===== config.mk =====
export PLATFORM = sky130hd
export DESIGN_NAME = lhm_ctrl
export DESIGN_NICKNAME = d
export VERILOG_FILES = /design/src/rtl/lhm_pkg.sv /design/src/rtl/lhm_ctrl.sv
export SDC_FILE = /design/constraint.sdc
export NUM_CORES = 1
export LEC_CHECK = 0
export ABC_AREA = 1
export ABC_CLOCK_PERIOD_IN_PS = 2100
export BUFFER_PORTS_ARGS = -buffer_cell sky130_fd_sc_hd__buf_2
export CORE_AREA = 10 10 47 49
export DETAILED_ROUTE_END_ITERATION = 10
export DIE_AREA = 0 0 57 59
export PLACE_DENSITY = 0.32
export SETUP_SLACK_MARGIN = 0.05
export SYNTH_ARGS = -nofsm -noshare
export SYNTH_HDL_FRONTEND = slang
export SYNTH_SLANG_ARGS = --single-unit

===== constraint.sdc =====
create_clock -name clk -period 2.1 [get_ports clk]
set_input_delay 0.42 -clock clk [delete_from_list [all_inputs] [get_ports clk]]
set_output_delay 0.42 -clock clk [all_outputs]
set_load 0.005 [all_outputs]

===== src/rtl/lhm_pkg.sv =====
// lhm_pkg: shared types, constants and command structs for the latency histogram monitor
// no dependencies
package lhm_pkg;

  localparam int BIN_COUNT_DEF     = 20;
  localparam int OUTLIER_DEPTH_DEF = 1024;
  localparam int KIND_W            = 2;
  localparam int IDX_W             = 10;
  localparam int BIN_IDX_W         = 5;
  localparam int LIMIT_W           = 11;
  localparam int CFG_IDX_W         = 2;
  localparam int CFG_DATA_W        = 32;

  localparam logic [63:0] U64_MAX = 64'hFFFF_FFFF_FFFF_FFFF;
  localparam logic [31:0] U32_MAX = 32'hFFFF_FFFF;

  typedef enum logic [1:0] {
    KIND_RECORD = 2'd0,
    KIND_BIN    = 2'd1,
    KIND_RING   = 2'd2,
    KIND_STAT   = 2'd3
  } kind_t;

  typedef enum logic [1:0] {
    CFG_MIN   = 2'd0,
    CFG_KNEE  = 2'd1,
    CFG_OEN   = 2'd2,
    CFG_LIMIT = 2'd3
  } cfg_reg_t;

  localparam logic [IDX_W-1:0] STAT_COUNT = 10'd0;
  localparam logic [IDX_W-1:0] STAT_SUM   = 10'd1;
  localparam logic [IDX_W-1:0] STAT_MIN   = 10'd2;
  localparam logic [IDX_W-1:0] STAT_MAX   = 10'd3;
  localparam logic [IDX_W-1:0] STAT_PTR   = 10'd4;

  typedef enum logic [1:0] {
    ST_IDLE,
    ST_EXEC,
    ST_OUT
  } state_t;

  // controller to datapath
  typedef struct packed {
    logic capture;
    logic execute;
  } lhm_cmd_t;

  // datapath to controller, high while bin bounds are still settling
  typedef struct packed {
    logic busy;
  } lhm_sts_t;

  // saturating multiply of a 64-bit value by 2 or by 10
  function automatic logic [63:0] sat_mul2(input logic [63:0] a);
    sat_mul2 = a[63] ? U64_MAX : {a[62:0], 1'b0};
  endfunction

  function automatic logic [63:0] sat_mul10(input logic [63:0] a);
    logic [67:0] p;
    p = {1'b0, a, 3'b000} + {3'b000, a, 1'b0};
    sat_mul10 = (p[67:64] != 4'd0) ? U64_MAX : p[63:0];
  endfunction

endpackage


===== src/rtl/lhm_ctrl.sv =====
// lhm_ctrl: item sequencing state machine
// depends on lhm_pkg
module lhm_ctrl (
  input  logic             clk,
  input  logic             rst_n,
  input  logic             in_valid,
  output logic             in_ready,
  output logic             out_valid,
  input  logic             out_ready,
  input  lhm_pkg::lhm_sts_t sts,
  output lhm_pkg::lhm_cmd_t cmd
);
  import lhm_pkg::*;

  state_t state_r, state_nxt;

  always_ff @(posedge clk) begin
    if (!rst_n) begin
      state_r <= ST_IDLE;
    end else begin
      state_r <= state_nxt;
    end
  end

  always_comb begin
    state_nxt = state_r;
    unique case (state_r)
      ST_IDLE: if (in_valid) state_nxt = ST_EXEC;
      ST_EXEC: if (!sts.busy) state_nxt = ST_OUT;
      ST_OUT: begin
        if (out_ready) begin
          state_nxt = in_valid ? ST_EXEC : ST_IDLE;
        end
      end
      default: state_nxt = ST_IDLE;
    endcase
  end

  always_comb begin
    in_ready    = 1'b0;
    out_valid   = 1'b0;
    cmd.capture = 1'b0;
    cmd.execute = 1'b0;
    unique case (state_r)
      ST_IDLE: begin
        in_ready    = 1'b1;
        cmd.capture = in_valid;
      end
      ST_EXEC: cmd.execute = !sts.busy;
      ST_OUT: begin
        out_valid   = 1'b1;
        in_ready    = out_ready;
        cmd.capture = out_ready && in_valid;
      end
      default: ;
    endcase
  end
endmodule


== Word-level counts from Yosys, hierarchy flattened ==
Cells that the tools add are included.

* Bits in registers: 2
* Bits in read-only memories: 0
* Memories: 0
* Output and inout port bits: 4
* Latch bits: 0
* RAM bits: 0

* Magnitude comparators: 0
* Div/mod/pow operators: 0
* Equal/unequal tests: 5
* Bitwise logic cells: 0
* Shift-type cells: 0
* Multipliers: 0
* Reductions and logical operators: 4
* Mux-type cells: 9
* $add $sub $neg: 0

{| class="wikitable"
|+ Operator list
! operator !! count
|-
| two-way mux 2 bit || 3
|-
| inequality test 2 bit, second input constant || 3
|-
| one-hot mux 2 bit (3 select lines) || 1
|-
| one-hot mux 1 bit (2 select lines) || 2
|-
| two-way mux 1 bit || 3
|-
| AND reduction 3 bit || 1
|-
| == test 2 x 1 -> 1 bit, second input constant || 1
|-
| == test 2 bit, second input constant || 1
|-
| logical NOT 2 bit || 1
|-
| logical AND 1 bit || 1
|-
| logical NOT 1 bit || 1
|}

== Depth between registers and ports, before layout ==
Gate-level depths: netlist (run 1).

* Depth in word-level cells: 3
* Mapped depth: 5

== Least setup slack after synthesis (run 1) ==
Ideal clock, no wire load.

* Kind: input to output
* Start: input port out_ready
* End: output port cmd[1] (netlist name)
* Cell stages on the path: 3
* Path slack: 898 ps
* Required time: 1680 ps
* Data arrival time: 782 ps
* Cells stage by stage: inv_1 -> a21oi_1 -> and2_1

{| class="wikitable"
|+ RTL lines
! element !! RTL line !! source
|-
| start, declared || lhm_ctrl.sv:9 || <nowiki>input logic out_ready,</nowiki>
|-
| end, declared || lhm_ctrl.sv:11 || <nowiki>output lhm_pkg::lhm_cmd_t cmd</nowiki>
|}

==> results of run 1 <==
==> power groups by stage <==
stage	combinational, mW	clock (mW)	sequential [mW]
detailed placement	0.0225	0	0.0439
CTS	0.0226	0.0905	0.0434
finish	0.0216	0.0843	0.0434
global route	0.0254	0.0964	0.0439
global placement	0.0224	0	0.0439
floorplan	0.0117	0	0.0434
==> worst min-delay path by stage <==
stage / start / to / slack [ns]
2_1_floorplan: state_r[1]$_SDFFE_PN0P_ / state_r[1]$_SDFFE_PN0P_ / 0.47
3_3_place_gp: state_r[1]$_SDFFE_PN0P_ / state_r[1]$_SDFFE_PN0P_ / 0.50
3_5_place_dp: state_r[1]$_SDFFE_PN0P_ / state_r[1]$_SDFFE_PN0P_ / 0.49
4_1_cts: rst_n / state_r[1]$_SDFFE_PN0P_ / 0.41
5_1_grt: rst_n / state_r[1]$_SDFFE_PN0P_ / 0.41
6_report: rst_n / state_r[1]$_SDFFE_PN0P_ / 0.42
==> routing by layer <==
| metal | global-route usage | wire [µm] | up-vias |
|---|---|---|---|
| li1 | - | - | 80 |
| met5 | 0 | 0 | - |
| met4 | 0.0604 | 25 | 0 |
| met2 | 0.0403 | 188 | 6 |
| met1 | 0.0154 | 126 | 62 |
| met3 | 0.0279 | 34 | 4 |
==> Yosys cell counts (all sizes together) <==
master,number
a21oi,2
and2,1
dfxtp,2
inv,7
nand2,3
nand3,3
nor2,2
==> cell families (layout without fill, tap and decap cells) <==
logic type             count (synthesis)  count (layout)
buffers and inverters                  7              18
DFF                                    2               2
and+or+nand+nor                        9               9
AOI/OAI and AO/OA                      2               2
==> critical path, stage by stage (launching register included) <==
cell	delay, ns
dfxtp_1	0.34
a21oi_1	0.15
and2_1	0.13
buf_2	0.10
==> stage by stage <==
step	total power [mW]	hold WS, ns	setup slack (ns)	area [µm²]	instances
2_1_floorplan	0.0551	0.473	0.898	121	20
3_3_place_gp	0.0662	0.502	0.737	181	44
3_5_place_dp	0.0664	0.495	0.738	181	44
4_1_cts	0.157	0.414	0.696	204	47
5_1_grt	0.166	0.413	0.653	204	47
6_report	0.149	0.421	0.731	204	47
==> layout make-up <==
type	instances	share of cell area
Multi-Input combinational cell	11	0.270
Sequential cell	2	0.196
Timing Repair Buffer	8	0.196
Inverter	7	0.129
Clock buffer	3	0.110
Tap cell	16	0.0982
==> impl_metrics.ini, run 1 <==
[sta]
fin_crit_ns = 1.37
slew_headroom = 0.884
finalSetupViolations = 0
slew_violations = 0
setup_tns_ns = 0
tightest_slew_ns = 0.174
hold_viol_final = 0
max_freq_ghz = 0.730
rsz0062_at_grt = false
skew_ns = 0.000120
finalCritPeriodShare = 0.652

[cells_and_area]
ff_latch_area_um2 = 40.0
largest_reg_flops = 2
n_fill_cell = 176
largest_registers = state_r: 2 flops
layout-drive-gt1-share = 0.419
nets = 38
final_cell_mix = 8 x buf_2, 6 x inv_1, 3 x nand2_1, 3 x clkbuf_4
regMostFlops = state_r
antenna_cells = 0
layout.cells.most_common = buf_2
utilization = 0.146
multi_input_area_um2 = 55.1
synthToLayoutAreaGrowth_pct = 68.0

[synthesis]
yosysWarnings = 0
synth_top_area_cell = dfxtp_1
syn_nets = 25
ys_seq_elements = 2
synthMuxAreaShare = 0
netlist.area_leader.share = 0.330
synthSimpleGateAreaFrac = 0.371
synth.area.top_cells = dfxtp_1 33%, inv_1 19%, nand2_1 9.3%
synth_compound_area_frac = 0.0825
seq_area_frac_synth = 0.330
avgSynthCellArea_um2 = 6.07
synth_top_family_by_area = simple AND/OR/NAND/NOR gates
yosysUniqueCellTypes = 9
synth_area_um2 = 121
postSynthCellCount = 20
synthXorXnorAreaFrac = 0
synth_adder_area_share = 0

[setup_path]
start_kind = flop
timing_worst_setup_path_type = reg2out
r2r-start = state_r[1]$_SDFFE_PN0P_
r2r_cells = 5
r2r-end = state_r[0]$_SDFFE_PN0P_
endpoint = cmd[1]
path_max_fanout = 5
arrival_ns = 0.95
rrSetupSlack_ns = 1.37
cp-startpoint = state_r[0]$_SDFFE_PN0P_
critical_path_required_ns = 1.68
critPathCaptureType = output port

[power]
p_switching_mw = 0.0348
p_leak_nw = 0.122
intPower_mw = 0.114
power_frac_seq = 0.291
ir_drop_uv = 160
comb_power_share = 0.144
p_sw_frac = 0.233
cellPowerDensity_nw_per_um2 = 732
clock_power_share = 0.565

[global_routing]
grt_pass1_vias = 164
grt_max_degree = 6
grt_usage = 0.0302
antenna_found_initial = 0
overflow = 0
grt_pass1_wl_um = 614

[die]
die-height_um = 59
boundaryPins = 9
start_util = 0.0866
die_width_um = 57
num_rows = 14
die_area_um2 = 3360
core_um2 = 1400

[clock_network]
cts.sinks = 2
clkTransAtPathRegs_ns = 0.03
cts_tree = done
cts_buffers = 3
cts_max_path_buffers = 2
h-tree-depth = 1
ctsHoldBuffers = 0
clk_latency_ns = 0.22
root_buffer = clkbuf_4
postCtsSetupBuffers = 0
cts_resized = 0

[routing]
viasPerCell = 3.23
wirelength_um = 375
vias = 152
wire_per_inst_um = 7.98
final_antenna_net_count = 0
dr.pass1.iters = 1
drtIter0Drc = 0
drc = 0

[min_path]
hold-path-cell-count = 3
hold_path_class = in2reg

[flow_run]
cap_violations = 0

[placed_design]
hpwl_um = 327
io_buffers = 8
gp_congestion = 0.599

[run_status]
status = finished, final reports clean
Power figures use the tool's default switching activity.
==> run 2: changes to the inputs <==
--- a/config.mk
+++ b/config.mk
@@ -5,13 +5,13 @@
 export SDC_FILE = /design/constraint.sdc
 export NUM_CORES = 1
 export LEC_CHECK = 0
-export ABC_AREA = 1
-export ABC_CLOCK_PERIOD_IN_PS = 2100
+export ABC_AREA = 0
+export ABC_CLOCK_PERIOD_IN_PS = 1100
 export BUFFER_PORTS_ARGS = -buffer_cell sky130_fd_sc_hd__buf_2
 export CORE_AREA = 10 10 47 49
 export DETAILED_ROUTE_END_ITERATION = 10
 export DIE_AREA = 0 0 57 59
-export PLACE_DENSITY = 0.32
+export PLACE_DENSITY = 0.33
 export SETUP_SLACK_MARGIN = 0.05
 export SYNTH_ARGS = -nofsm -noshare
 export SYNTH_HDL_FRONTEND = slang
==> constraint.sdc (replaced) <==
create_clock -name clk -period 1.1 [get_ports clk]
set_input_delay 0.22 -clock clk [delete_from_list [all_inputs] [get_ports clk]]
set_output_delay 0.22 -clock clk [all_outputs]
set_load 0.005 [all_outputs]
==> run 2 against run 1 <==
The flow now finishes with violations (setup timing); routed wire length increased by 4.0%; combinational power grew to 2.7 times the previous value; critical path depth did not move; largest power group unchanged; utilization grew 2.9 points; area after synthesis is 1.0% lower; final cell count down 11%; global-route usage shrank 0.21 points; sequential power up 90%; worst hold slack got worse by 0.18 ns; first-iteration DRC count rose by 2.
==> impl_metrics.ini, run 2 <==
[synthesis]
synth_common_cells = 2 x and2b_2, 2 x dfxtp_1, 2 x nand3b_1
seq_area_frac_synth = 0.333
synth_edf_count = 0
syn_nets = 17
ys_seq_elements = 2
synthFlopType = dfxtp_1
yosysUniqueCellTypes = 9
avgSynthCellArea_um2 = 10.0
synth.area.top_cells = dfxtp_1 33%, nor3b_4 16%, and2b_2 15%
async_reset_ff_frac = 0
synth_area_um2 = 120
yosysWarnings = 0
postSynthCellCount = 12
netlist.area_leader.share = 0.333
synth_top_area_cell = dfxtp_1

[setup_path]
rrSetupSlack_ns = 0.21
timing_worst_setup_path_type = reg2out
critical_path_required_ns = 0.88
r2r-end = state_r[0]$_SDFFE_PN0P_
arrival_ns = 0.94
cpPeakStageDelay_ns = 0.37
r2r-start = state_r[1]$_SDFFE_PN0P_
start_kind = flop
r2r_cells = 4
endpoint = in_ready
cp_num_cells = 3
slowest_stage = dfxtp_4
crit_chain = nand2b_4 -> and2b_2 -> buf_6
cp-startpoint = state_r[1]$_SDFFE_PN0P_
critPathCaptureType = output port
crit_buf_inv = 1
path_max_fanout = 4
path_delay_family = flip-flops

[routing]
wirelength_um = 390
drtIter0Drc = 2
wire_per_inst_um = 9.29
final_antenna_net_count = 0
vias = 140
viasPerCell = 3.33
drc = 0
dr.pass1.iters = 3

[placed_design]
preCtsSetupSlack_ns = 0.0564
placed_area_um2 = 180
gp_congestion = 0.685
io_buffers = 8

[run_status]
status = finished, violations left
violations = setup timing

[cells_and_area]
nets = 33
synthToLayoutAreaGrowth_pct = 103
antenna_cells = 0
final_cell_mix = 7 x buf_2, 3 x clkbuf_4, 3 x buf_4, 2 x and2b_2, 2 x nand3b_1
utilization = 0.174
largest_reg_flops = 2
largest_registers = state_r: 2 flops
layout.cells.most_common = buf_2
n_fill_cell = 165
regMostFlops = state_r
stdcell_area_um2 = 244
layout-drive-gt1-share = 0.769

[sta]
finalCritPeriodShare = 1.06
hold_viol_final = 0
finalSetupViolations = 4
max_freq_ghz = 0.860
hold_slack_ns = 0.238
skew_ns = 0.00207
fin_crit_ns = 1.16
slew_violations = 0
slew_headroom = 0.897
final.setup.worst_slack_ns = -0.0629
tightest_slew_ns = 0.153
rsz0062_at_grt = true

[clock_network]
root_buffer = clkbuf_4
ctsHoldBuffers = 0
cts_tree = done
cts.sinks = 2
clk_latency_ns = 0.22
clkTransAtPathRegs_ns = 0.03
cts_buffers = 3
h-tree-depth = 1
cts_max_path_buffers = 2

[min_path]
hold-path-cell-count = 2
hold_path_class = in2reg

[power]
p_leak_nw = 0.119
ir_drop_uv = 278
cellPowerDensity_nw_per_um2 = 1210

[die]
start_util = 0.0857
die_width_um = 57
boundaryPins = 9
core_um2 = 1400
die_area_um2 = 3360
die-height_um = 59
num_rows = 14

[flow_run]
cap_violations = 0

[global_routing]
antenna_found_initial = 0
grt_usage = 0.0281
overflow = 0
grt_pass1_wl_um = 634
grt_max_degree = 6
grt_pass1_vias = 149
## run 2: cell count changes after synthesis, sizes merged
cell / change
inv: -6
nand2: -3
nand3: -3
a21oi: -2
and2b: +2
nand3b: +2
a21boi: +1
and2: -1
nand2b: +1
nor2: -1
nor3b: +1
o21a: +1
## run 2: timing repair
| item | 4_1_cts | 5_1_grt |
|---|---|---|
| endpoints found under the setup margin | 4 | 4 |
| gates resized for setup | 5 | 0 |
| pin swaps | 0 | 1 |
| buffers inserted | 1 | 2 |
## run 2: worst min path at each step
stage               slack [ns]  startpoint                 endpoint
finish                    0.24       rst_n  state_r[1]$_SDFFE_PN0P_
detailed placement        0.45       rst_n  state_r[1]$_SDFFE_PN0P_
CTS                       0.23       rst_n  state_r[1]$_SDFFE_PN0P_
global route              0.23       rst_n  state_r[1]$_SDFFE_PN0P_
global placement          0.44       rst_n  state_r[1]$_SDFFE_PN0P_
floorplan                 0.34       rst_n  state_r[1]$_SDFFE_PN0P_
## run 2: area by class of cell
class,instances,area (µm²),share of cell area
Clock buffer,3,22.5,0.0923
Inverter,1,3.75,0.0154
Multi-Input combinational cell,9,83.8,0.344
Sequential cell,2,45.0,0.185
Tap cell,16,20.0,0.0821
Timing Repair Buffer,11,68.8,0.282
## run 2: cells by family after synthesis
family                 share of synthesized area
and+or+nand+nor                            0.510
DFF                                        0.333
AOI/OAI and AO/OA                          0.125
buffers and inverters                     0.0312
## run 2: power by group
part	leakage, nW	switching, mW	internal, mW	total [mW]
logic	0.0881	0.0193	0.0385	0.0579
registers	0.0175	0.00553	0.0771	0.0826
clock network	0.0138	0.0352	0.120	0.155
total	0.119	0.0601	0.235	0.295
## run 2: through the flow
stage          TNS [ns]  instances  total power [mW]
6_report         -0.110         42             0.295
5_1_grt          -0.322         42             0.330
4_1_cts          -0.178         40             0.302
3_5_place_dp          0         36             0.126
3_3_place_gp          0         36             0.124
2_1_floorplan         0         12             0.104
## run 2: per-layer routing
metal / global-route usage / wire, µm
met1: 0.0237 / 163
met5: 0 / 0
met3: 0.0472 / 103
met2: 0.0264 / 123
met4: 0.0201 / 0
